===== config.mk =====
export PLATFORM = sky130hd
export DESIGN_NAME = multi_channel_link_timeout_guard
export DESIGN_NICKNAME = d
export VERILOG_FILES = /design/src/hdl/mltg_pkg.sv /design/src/hdl/mltg_ctrl.sv /design/src/hdl/mltg_dp.sv /design/src/hdl/multi_channel_link_timeout_guard.sv
export SDC_FILE = /design/constraint.sdc
export NUM_CORES = 2
export LEC_CHECK = 0
export BUFFER_PORTS_ARGS = -buffer_cell sky130_fd_sc_hd__buf_2
export CAP_MARGIN = 10
export CORE_MARGIN = 10
export CORE_UTILIZATION = 56
export CTS_CLUSTER_SIZE = 20
export DETAILED_ROUTE_END_ITERATION = 10
export PLACE_DENSITY = 0.77
export SLEW_MARGIN = 10
export SYNTH_ARGS = -nofsm -noshare
export SYNTH_HDL_FRONTEND = slang
export SYNTH_SLANG_ARGS = --single-unit
export TNS_END_PERCENT = 100

===== constraint.sdc =====
create_clock -name clk -period 10.75 [get_ports clk]
set_input_delay 2.15 -clock clk [delete_from_list [all_inputs] [get_ports clk]]
set_output_delay 2.15 -clock clk [all_outputs]
set_load 0.005 [all_outputs]

===== src/hdl/mltg_pkg.sv =====
`default_nettype none

package mltg_pkg;

  // Channel count of the state arrays. Only channels 0 to 7 show up in the masks.
  localparam int NUM_CHANNELS = 8;
  localparam int CH_IDX_W     = (NUM_CHANNELS > 1) ? $clog2(NUM_CHANNELS) : 1;

  localparam int CHAN_W       = 3;
  localparam int TIME_W       = 32;
  localparam int MASK_W       = 8;
  localparam int MASK_IDX_W   = 3;
  localparam int EXCL_W       = 4;
  localparam logic [EXCL_W-1:0] EXCL_NONE = 4'd8;

  // Configuration port.
  localparam int PADDR_W = 3;
  localparam int PDATA_W = 32;
  localparam int REG_IDX_W = PADDR_W - 2;
  localparam logic [REG_IDX_W-1:0] REG_EXCLUDED = 1'b0;

  typedef enum logic [1:0] {
    CMD_SCAN       = 2'd0,
    CMD_FEED       = 2'd1,
    CMD_INIT       = 2'd2,
    CMD_ENABLE_ALL = 2'd3
  } cmd_e_t;

  typedef struct packed {
    cmd_e_t              command;
    logic [CHAN_W-1:0]   channel;
    logic [TIME_W-1:0]   time_now;
    logic [TIME_W-1:0]   start_timeout;
    logic [TIME_W-1:0]   run_timeout;
    logic                close_en;
    logic [TIME_W-1:0]   close_delay;
  } in_item_t;

  typedef struct packed {
    logic [MASK_W-1:0] error_mask;
    logic [MASK_W-1:0] close_mask;
    logic [MASK_W-1:0] healthy_mask;
  } out_item_t;

  typedef enum logic [2:0] {
    ST_IDLE,
    ST_DISPATCH,
    ST_SCAN,
    ST_DRAIN,
    ST_RESP
  } ctrl_state_t;

  typedef struct packed {
    logic                load_item;
    logic                apply;
    logic                clear_masks;
    logic                scan_issue;
    logic [CH_IDX_W-1:0] scan_idx;
    logic                load_out;
  } dp_cmd_t;

  typedef struct packed {
    cmd_e_t command;
  } dp_status_t;

endpackage

`default_nettype wire


===== src/hdl/mltg_ctrl.sv =====
`default_nettype none

module mltg_ctrl (
  input  wire logic                 clk,
  input  wire logic                 rst_n,
  input  wire logic                 in_valid,
  output logic                      in_ready,
  output logic                      out_valid,
  input  wire logic                 out_ready,
  input  wire mltg_pkg::dp_status_t status,
  output mltg_pkg::dp_cmd_t         cmd
);

  localparam logic [mltg_pkg::CH_IDX_W-1:0] LAST_CH =
    mltg_pkg::CH_IDX_W'(mltg_pkg::NUM_CHANNELS - 1);

  mltg_pkg::ctrl_state_t state_r, state_nxt;
  logic [mltg_pkg::CH_IDX_W-1:0] cnt_r, cnt_nxt;
  logic out_valid_r, out_valid_nxt;

  always_ff @(posedge clk) begin
    if (!rst_n) begin
      state_r     <= mltg_pkg::ST_IDLE;
      cnt_r       <= '0;
      out_valid_r <= 1'b0;
    end else begin
      state_r     <= state_nxt;
      cnt_r       <= cnt_nxt;
      out_valid_r <= out_valid_nxt;
    end
  end

  always_comb begin
    state_nxt       = state_r;
    cnt_nxt         = cnt_r;
    in_ready        = (state_r == mltg_pkg::ST_IDLE);
    cmd             = '0;
    cmd.load_item   = in_valid && in_ready;
    cmd.scan_idx    = cnt_r;

    case (state_r)
      mltg_pkg::ST_IDLE: begin
        if (in_valid) state_nxt = mltg_pkg::ST_DISPATCH;
      end
      mltg_pkg::ST_DISPATCH: begin
        cmd.clear_masks = 1'b1;
        if (status.command == mltg_pkg::CMD_SCAN) begin
          cnt_nxt   = '0;
          state_nxt = mltg_pkg::ST_SCAN;
        end else begin
          cmd.apply = 1'b1;
          state_nxt = mltg_pkg::ST_RESP;
        end
      end
      mltg_pkg::ST_SCAN: begin
        cmd.scan_issue = 1'b1;
        if (cnt_r == LAST_CH) begin
          state_nxt = mltg_pkg::ST_DRAIN;
        end else begin
          cnt_nxt = cnt_r + mltg_pkg::CH_IDX_W'(1);
        end
      end
      mltg_pkg::ST_DRAIN: begin
        // The last channel is still in the compare stage.
        state_nxt = mltg_pkg::ST_RESP;
      end
      mltg_pkg::ST_RESP: begin
        if (!out_valid_r || out_ready) begin
          cmd.load_out = 1'b1;
          state_nxt    = mltg_pkg::ST_IDLE;
        end
      end
      default: begin
        state_nxt = mltg_pkg::ST_IDLE;
      end
    endcase

    if (cmd.load_out) begin
      out_valid_nxt = 1'b1;
    end else if (out_ready) begin
      out_valid_nxt = 1'b0;
    end else begin
      out_valid_nxt = out_valid_r;
    end
  end

  assign out_valid = out_valid_r;

endmodule

`default_nettype wire


===== src/hdl/mltg_dp.sv =====
`default_nettype none

module mltg_dp (
  input  wire logic                          clk,
  input  wire logic                          rst_n,
  input  wire mltg_pkg::in_item_t            in_data,
  input  wire logic [mltg_pkg::EXCL_W-1:0]   excluded_channel,
  input  wire mltg_pkg::dp_cmd_t             cmd,
  output mltg_pkg::dp_status_t               status,
  output mltg_pkg::out_item_t                out_data
);

  localparam int NCH = mltg_pkg::NUM_CHANNELS;
  localparam int TW  = mltg_pkg::TIME_W;
  localparam int IW  = mltg_pkg::CH_IDX_W;

  typedef enum logic [1:0] {
    CHK_NONE,
    CHK_START,
    CHK_RUN
  } chk_e_t;

  mltg_pkg::in_item_t item_r;

  logic [NCH-1:0] running_r;
  logic [NCH-1:0] starting_r;
  logic [NCH-1:0] healthy_r;
  logic [NCH-1:0] close_ok_r;
  logic [TW-1:0]  last_r      [NCH];
  logic [TW-1:0]  start_lim_r [NCH];
  logic [TW-1:0]  run_lim_r   [NCH];
  logic [TW-1:0]  close_lim_r [NCH];

  // Read stage.
  logic           sa_valid_r;
  logic [IW-1:0]  sa_idx_r;
  chk_e_t         sa_mode_r, sa_mode_nxt;
  logic [TW-1:0]  sa_elapsed_r, sa_elapsed_nxt;
  logic [TW-1:0]  sa_limit_r, sa_limit_nxt;
  logic [TW:0]    sa_bound_r, sa_bound_nxt;
  logic           sa_close_r;

  // Compare stage.
  logic                          timed_out;
  logic                          past_close;
  logic                          hit_err;
  logic                          hit_cls;
  logic                          clr_start;
  logic                          clr_run;
  logic [31:0]                   sb_idx_ext;
  logic                          sb_in_mask;
  logic [mltg_pkg::MASK_IDX_W-1:0] sb_bit;

  logic [mltg_pkg::MASK_W-1:0] err_r;
  logic [mltg_pkg::MASK_W-1:0] cls_r;
  logic [mltg_pkg::MASK_W-1:0] healthy_mask;
  mltg_pkg::out_item_t         out_r;

  logic [31:0]   ch_ext;
  logic          ch_ok;
  logic [IW-1:0] ch_idx;
  logic          not_excl;

  always_ff @(posedge clk) begin
    if (cmd.load_item) item_r <= in_data;
  end

  assign status.command = item_r.command;

  assign ch_ext   = 32'(item_r.channel);
  assign ch_ok    = (ch_ext < NCH);
  assign ch_idx   = ch_ext[IW-1:0];
  assign not_excl = ({1'b0, item_r.channel} != excluded_channel);

  always_comb begin
    sa_elapsed_nxt = item_r.time_now - last_r[cmd.scan_idx];
    if (starting_r[cmd.scan_idx] && (start_lim_r[cmd.scan_idx] != '0)) begin
      sa_mode_nxt  = CHK_START;
      sa_limit_nxt = start_lim_r[cmd.scan_idx];
    end else if (running_r[cmd.scan_idx] && (run_lim_r[cmd.scan_idx] != '0)) begin
      sa_mode_nxt  = CHK_RUN;
      sa_limit_nxt = run_lim_r[cmd.scan_idx];
    end else begin
      sa_mode_nxt  = CHK_NONE;
      sa_limit_nxt = run_lim_r[cmd.scan_idx];
    end
    // elapsed - limit > delay is the same as elapsed > limit + delay without wrap.
    sa_bound_nxt = {1'b0, sa_limit_nxt} + {1'b0, close_lim_r[cmd.scan_idx]};
  end

  always_ff @(posedge clk) begin
    if (!rst_n) begin
      sa_valid_r <= 1'b0;
    end else begin
      sa_valid_r <= cmd.scan_issue;
    end
  end

  always_ff @(posedge clk) begin
    sa_idx_r     <= cmd.scan_idx;
    sa_mode_r    <= sa_mode_nxt;
    sa_elapsed_r <= sa_elapsed_nxt;
    sa_limit_r   <= sa_limit_nxt;
    sa_bound_r   <= sa_bound_nxt;
    sa_close_r   <= close_ok_r[cmd.scan_idx];
  end

  always_comb begin
    timed_out  = (sa_elapsed_r > sa_limit_r);
    past_close = ({1'b0, sa_elapsed_r} > sa_bound_r);
    hit_err    = 1'b0;
    hit_cls    = 1'b0;
    clr_start  = 1'b0;
    clr_run    = 1'b0;
    case (sa_mode_r)
      CHK_START: begin
        if (timed_out) begin
          hit_err = 1'b1;
          if (past_close && sa_close_r) begin
            hit_cls   = 1'b1;
            clr_start = 1'b1;
          end
        end
      end
      CHK_RUN: begin
        if (timed_out) begin
          hit_err = 1'b1;
          if (past_close && sa_close_r) begin
            hit_cls = 1'b1;
            clr_run = 1'b1;
          end
        end else if (sa_close_r) begin
          // A healthy channel with close allowed fires its close action on every scan.
          hit_cls = 1'b1;
        end
      end
      default: begin
      end
    endcase
    sb_idx_ext = 32'(sa_idx_r);
    sb_in_mask = (sb_idx_ext < mltg_pkg::MASK_W);
    sb_bit     = sb_idx_ext[mltg_pkg::MASK_IDX_W-1:0];
  end

  always_ff @(posedge clk) begin
    if (!rst_n) begin
      running_r  <= '0;
      starting_r <= '0;
      healthy_r  <= '0;
      close_ok_r <= '0;
      for (int i = 0; i < NCH; i++) begin
        last_r[i]      <= '0;
        start_lim_r[i] <= '0;
        run_lim_r[i]   <= '0;
        close_lim_r[i] <= '0;
      end
    end else begin
      if (cmd.apply) begin
        case (item_r.command)
          mltg_pkg::CMD_FEED: begin
            if (ch_ok && not_excl) begin
              running_r[ch_idx]  <= 1'b1;
              starting_r[ch_idx] <= 1'b0;
              healthy_r[ch_idx]  <= 1'b1;
              last_r[ch_idx]     <= item_r.time_now;
            end
          end
          mltg_pkg::CMD_INIT: begin
            if (ch_ok) begin
              running_r[ch_idx]   <= 1'b0;
              starting_r[ch_idx]  <= 1'b1;
              healthy_r[ch_idx]   <= 1'b0;
              last_r[ch_idx]      <= '0;
              start_lim_r[ch_idx] <= item_r.start_timeout;
              run_lim_r[ch_idx]   <= item_r.run_timeout;
              close_ok_r[ch_idx]  <= item_r.close_en;
              close_lim_r[ch_idx] <= item_r.close_delay;
            end
          end
          mltg_pkg::CMD_ENABLE_ALL: begin
            running_r <= '1;
          end
          default: begin
          end
        endcase
      end
      if (sa_valid_r) begin
        if (clr_start) starting_r[sa_idx_r] <= 1'b0;
        if (clr_run) running_r[sa_idx_r] <= 1'b0;
      end
    end
  end

  always_ff @(posedge clk) begin
    if (cmd.clear_masks) begin
      err_r <= '0;
      cls_r <= '0;
    end else if (sa_valid_r && sb_in_mask) begin
      if (hit_err) err_r[sb_bit] <= 1'b1;
      if (hit_cls) cls_r[sb_bit] <= 1'b1;
    end
  end

  always_comb begin
    healthy_mask = '0;
    for (int i = 0; i < mltg_pkg::MASK_W; i++) begin
      if (i < NCH) healthy_mask[i] = healthy_r[i];
    end
  end

  always_ff @(posedge clk) begin
    if (cmd.load_out) begin
      out_r.error_mask   <= err_r;
      out_r.close_mask   <= cls_r;
      out_r.healthy_mask <= healthy_mask;
    end
  end

  assign out_data = out_r;

endmodule

`default_nettype wire


===== src/hdl/multi_channel_link_timeout_guard.sv =====
`default_nettype none

// Per-channel heartbeat timeout monitor. Each input transfer carries one command
// (scan, feed, init or enable-all) and yields exactly one result transfer with the
// error, close and healthy masks. Items are handled one at a time: feed, init and
// enable-all pass from acceptance through dispatch to the response state, which
// loads the result once the output register is free; a scan is walked by the scan
// sequencer one channel per cycle through a two-stage read and compare datapath.
// A new item is accepted as soon as the block is back in idle, even while the
// previous result still waits in the output register. Register 0 at address 0
// holds the excluded channel (reset 8, none excluded).
module multi_channel_link_timeout_guard (
  input  wire logic                             clk,
  input  wire logic                             rst_n,
  input  wire logic                             in_valid,
  output logic                                  in_ready,
  input  wire mltg_pkg::in_item_t               in_data,
  output logic                                  out_valid,
  input  wire logic                             out_ready,
  output mltg_pkg::out_item_t                   out_data,
  input  wire logic                             psel,
  input  wire logic                             penable,
  input  wire logic                             pwrite,
  input  wire logic [mltg_pkg::PADDR_W-1:0]     paddr,
  input  wire logic [mltg_pkg::PDATA_W-1:0]     pwdata,
  output logic [mltg_pkg::PDATA_W-1:0]          prdata,
  output logic                                  pready
);

  logic [mltg_pkg::EXCL_W-1:0]    excl_r;
  logic [mltg_pkg::REG_IDX_W-1:0] reg_idx;
  logic                           cfg_wr;
  mltg_pkg::dp_cmd_t              cmd;
  mltg_pkg::dp_status_t           status;

  assign pready  = 1'b1;
  assign reg_idx = paddr[mltg_pkg::PADDR_W-1:2];
  assign cfg_wr  = psel && penable && pwrite && pready;

  always_ff @(posedge clk) begin
    if (!rst_n) begin
      excl_r <= mltg_pkg::EXCL_NONE;
    end else if (cfg_wr && (reg_idx == mltg_pkg::REG_EXCLUDED)) begin
      excl_r <= pwdata[mltg_pkg::EXCL_W-1:0];
    end
  end

  always_comb begin
    prdata = '0;
    if (reg_idx == mltg_pkg::REG_EXCLUDED) begin
      prdata = mltg_pkg::PDATA_W'(excl_r);
    end
  end

  mltg_ctrl u_ctrl (
    .clk       (clk),
    .rst_n     (rst_n),
    .in_valid  (in_valid),
    .in_ready  (in_ready),
    .out_valid (out_valid),
    .out_ready (out_ready),
    .status    (status),
    .cmd       (cmd)
  );

  mltg_dp u_dp (
    .clk              (clk),
    .rst_n            (rst_n),
    .in_data          (in_data),
    .excluded_channel (excl_r),
    .cmd              (cmd),
    .status           (status),
    .out_data         (out_data)
  );

endmodule

`default_nettype wire


==> summary.txt <==
status - finished, final reports clean
post-synthesis sequential area ratio - 0.640
CTS Hold Bufs - 0
filler cell count - 7607
final hold violations - 0
die height - 349 um
layout cells sized above 1 - 0.172
CTS Buf Count - 140
Max Cap Violations - 0
Multi-input gate area - 20600 um^2
combinational power share - 0.071
ANT cells - 0
Post-synth top flop - edfxtp_1
post-synth cell types - 79
Switching Share - 0.228
critical path's slowest cell - dfxtp_4
clk_lat worst skew - 0.76 ns
Core ar. - 107000 um^2
first-pass detailed-route iteration total - 6
Peak VDD IR - 181 uV
post_cts resized - 0
Crit path largest cell delay - 0.71 ns
Final HPWL DP - 91400 um
Starting Density - 0.565
std cell rows - 120
largest cells by area after synthesis - edfxtp_1, mux4_2, and2_1, dfxtp_1, ha_1
synthesized flop and latch total - 1348
Reg power frac - 0.518
Avg Cell Area, Syn - 14.3 um^2
power density over the cells - 174 nW/um^2
htree depth - 4
TritonCTS clock tree - yes
initial DRC count - 4355
switching pwr - 2.67 mW
cell internal pwr - 9.07 mW
Root Driver - clkbuf_16
largest net degree at the start of global routing - 120
Num Clock Sinks - 1348
vias - 36600
area delta synth->final - 11.3%
Routed Antenna Nets - 0
clock skew - 0.0288 ns
via/cell ratio - 6.18
die area - 122000 um^2
Final period util - 0.757
Slew Viols, Final - 0
crit path buf inv count - 2
Rel. slew slack - 0.144
total track usage - 0.255
Final min period - 8.14 ns
total number of yosys warnings - 0
worst path arrival time - 8.77 ns
Async SR Flop Fraction - 0
Setup CP Type - reg -> reg
worst hold path class - reg -> reg
drt wl/cell - 26.4 um
initial antenna violation count - 4
# IOs - 235
aggregate routed wire length - 157000 um
I/O Buffers - 175
Final TNS setup - 0 ns
global-route wire length before repair - 233000 um
clock share of power - 0.410
fmax - 123 MHz
final setup fails - 0
crit start category - flip-flop
Post-synth EDFFs - 1182
vias in the first global route - 37100
DRC errors left - 0
Top delay family on crit path - compound AO/OA/AOI/OAI gates
Synth area leader - edfxtp_1
leak pwr - 25.4 nW
RSZ-0062 raised after global routing - no
worst-case clock buffer depth - 3
final core occ - 0.629
Die Span X - 349 um
gpl congestion - 0.913
Post-Syn Instances - 4255
Setup Buffers After CTS - 0
worst slew pin tran - 1.28 ns
sequential cell area - 38800 um^2
required time of the critical path - 11.39 ns
Layout Nets - 4718
crit path max fanout - 40
clock slew at reported path FFs - 0.06 ns
grt total ovfl - 0
post-synth top area share - 0.585
CP endpoint kind - flip-flop
Syn Std Cell Area - 60700 um^2
## layer usage
metal / up-vias / wire (um) / GRT usage / share of wire
li1: 16000 / - / - / -
met1: 18100 / 59600 / 0.338 / 0.38
met2: 2083 / 74300 / 0.407 / 0.47
met3: 351 / 16200 / 0.0557 / 0.10
met4: 6 / 6300 / 0.105 / 0.040
met5: - / 34 / 0 / 0.00022
## per-stage QoR
stage | instances | total power [mW] | setup slack [ns] | hold slack [ns] | instance area [um^2]
CTS | 5919 | 11.8 | 2.90 | 0.426 | 67600
global placement | 5668 | 6.98 | 3.01 | 0.415 | 63000
floorplan | 4282 | 6.70 | 1.87 | 0.352 | 60800
global route | 5919 | 12.1 | 2.20 | 0.432 | 67600
finish | 5919 | 11.7 | 2.61 | 0.421 | 67600
detailed placement | 5668 | 7.01 | 3.00 | 0.416 | 63000
## Yosys cell counts, types with 10 or more instances
cell type and instances:
edfxtp_1 1182, nor3_1 36, xor2_1 19, nand2_1 140, nand2b_1 19, nor2b_1 29
dfxtp_1 166, a21o_1 39, buf_4 32, buf_2 20, nand4_1 36, ha_1 133
inv_1 111, mux4_2 254, clkbuf_1 179, o21ai_0 80, mux2i_1 128, or3_1 10
nand3_1 26, a21oi_1 152, and3_1 108, a31oi_1 10, nor2_1 389, and2_1 684
a311oi_1 11, mux2_2 42, o21a_1 17, buf_1 28, xnor2_1 32, a211oi_1 14
## power by group through the flow
stage / clock [mW] / combinational [mW] / sequential, mW
final: 4.82 / 0.837 / 6.08
after global routing: 5.07 / 0.912 / 6.10
after CTS: 4.86 / 0.828 / 6.08
after detailed placement: 0 / 0.820 / 6.19
after global placement: 0 / 0.804 / 6.18
after floorplan: 0 / 0.556 / 6.15
## layout by cell type, fill, tap and decap left out, types with 11 or more instances in the layout
cell | Yosys | layout
a211oi_1 | 14 | 14
a21o_1 | 39 | 39
a21oi_1 | 152 | 152
a311oi_1 | 11 | 11
and2_1 | 684 | 683
and3_1 | 108 | 108
buf_2 | 20 | 174
buf_4 | 32 | 66
bufinv_16 | 0 | 12
clkbuf_1 | 179 | 29
clkbuf_16 | 0 | 148
clkinv_1 | 0 | 29
clkinv_2 | 0 | 15
conb_1 | 2 | 29
dfxtp_1 | 166 | 163
edfxtp_1 | 1182 | 1182
ha_1 | 133 | 133
inv_1 | 111 | 111
mux2_2 | 42 | 42
mux2i_1 | 128 | 128
mux4_2 | 254 | 254
nand2_1 | 140 | 140
nand2b_1 | 19 | 19
nand3_1 | 26 | 25
nand4_1 | 36 | 36
nor2_1 | 389 | 381
nor2b_1 | 29 | 29
nor3_1 | 36 | 36
o21a_1 | 17 | 17
o21ai_0 | 80 | 72
xnor2_1 | 32 | 32
xor2_1 | 19 | 19
## area by class of cell
class | count | area share
clock buffers | 180 | 0.0570
clock inverters | 71 | 0.0103
inverters | 113 | 0.00628
multi-input cells | 2561 | 0.305
flip-flops and latches | 1348 | 0.575
well taps | 1403 | 0.0260
repair buffers | 243 | 0.0211
## flip-flops by register name, indices dropped and copies added, names as in the netlist, 2 cells and up, named ones only
register / cells
u_dp.running_r: 8
u_dp.sa_mode_r: 2
u_dp.close_lim_r: 256
u_ctrl.state_r: 3
u_dp.run_lim_r: 256
u_ctrl.cnt_r: 3
u_dp.err_r: 8
excl_r: 4
u_dp.sa_bound_r: 33
u_dp.status: 2
u_dp.starting_r: 8
u_dp.ch_idx: 3
u_dp.item_r: 129
u_dp.sa_idx_r: 3
u_dp.start_lim_r: 256
u_dp.last_r: 256
u_dp.close_ok_r: 8
u_dp.out_data: 24
u_dp.cls_r: 8
u_dp.sa_limit_r: 32
u_dp.sa_elapsed_r: 32
## final timing paths
| path | slack [ns] | cells after the start | startpoint | end |
|---|---|---|---|---|
| worst min register to register | 0.42 | 0 | u_dp.cls_r[6] | u_dp.out_data[14] |
| worst max-delay path | 2.61 | 25 | flip-flop | u_dp.sa_bound_r[30] |
| worst min-delay path | 0.42 | 0 | u_dp.cls_r[6] | u_dp.out_data[14] |
| worst max register to register | 2.61 | 25 | flip-flop | u_dp.sa_bound_r[30] |
## cells by family after synthesis
kind of cell,count (synthesis),share of synthesized area
AND/OR/NAND/NOR,1517,0.134
flip-flops,1348,0.640
multiplexers,425,0.123
AO/OA/AOI/OAI,403,0.0417
buffers and inverters,373,0.0256
adder cells (fa/ha/maj),136,0.0282
XOR/XNOR,51,0.00736
other,2,0.000124
## worst reg2reg max path, cell delays in order, from the launching register on
cell and delay [ns]:
dfxtp_4 0.71, buf_4 0.60, mux4_2 0.41, mux2i_1 0.67
nand4_1 0.21, nor2_2 0.37, nand2_2 0.17, o21ai_4 0.40
nor2_1 0.11, a21oi_1 0.55, ha_1 0.29, inv_1 0.07
fa_1 0.42, nor2b_1 0.15, o21ai_0 0.13, a21boi_0 0.25
o21ai_0 0.14, a21boi_0 0.33, o2111ai_1 0.18, a31oi_1 0.30
a211oi_1 0.16, o311a_1 0.43, o31ai_4 0.40, nand4_1 0.15
a32o_1 0.30, xnor2_1 0.12
Note: power is estimated with default switching activity, not from simulation.
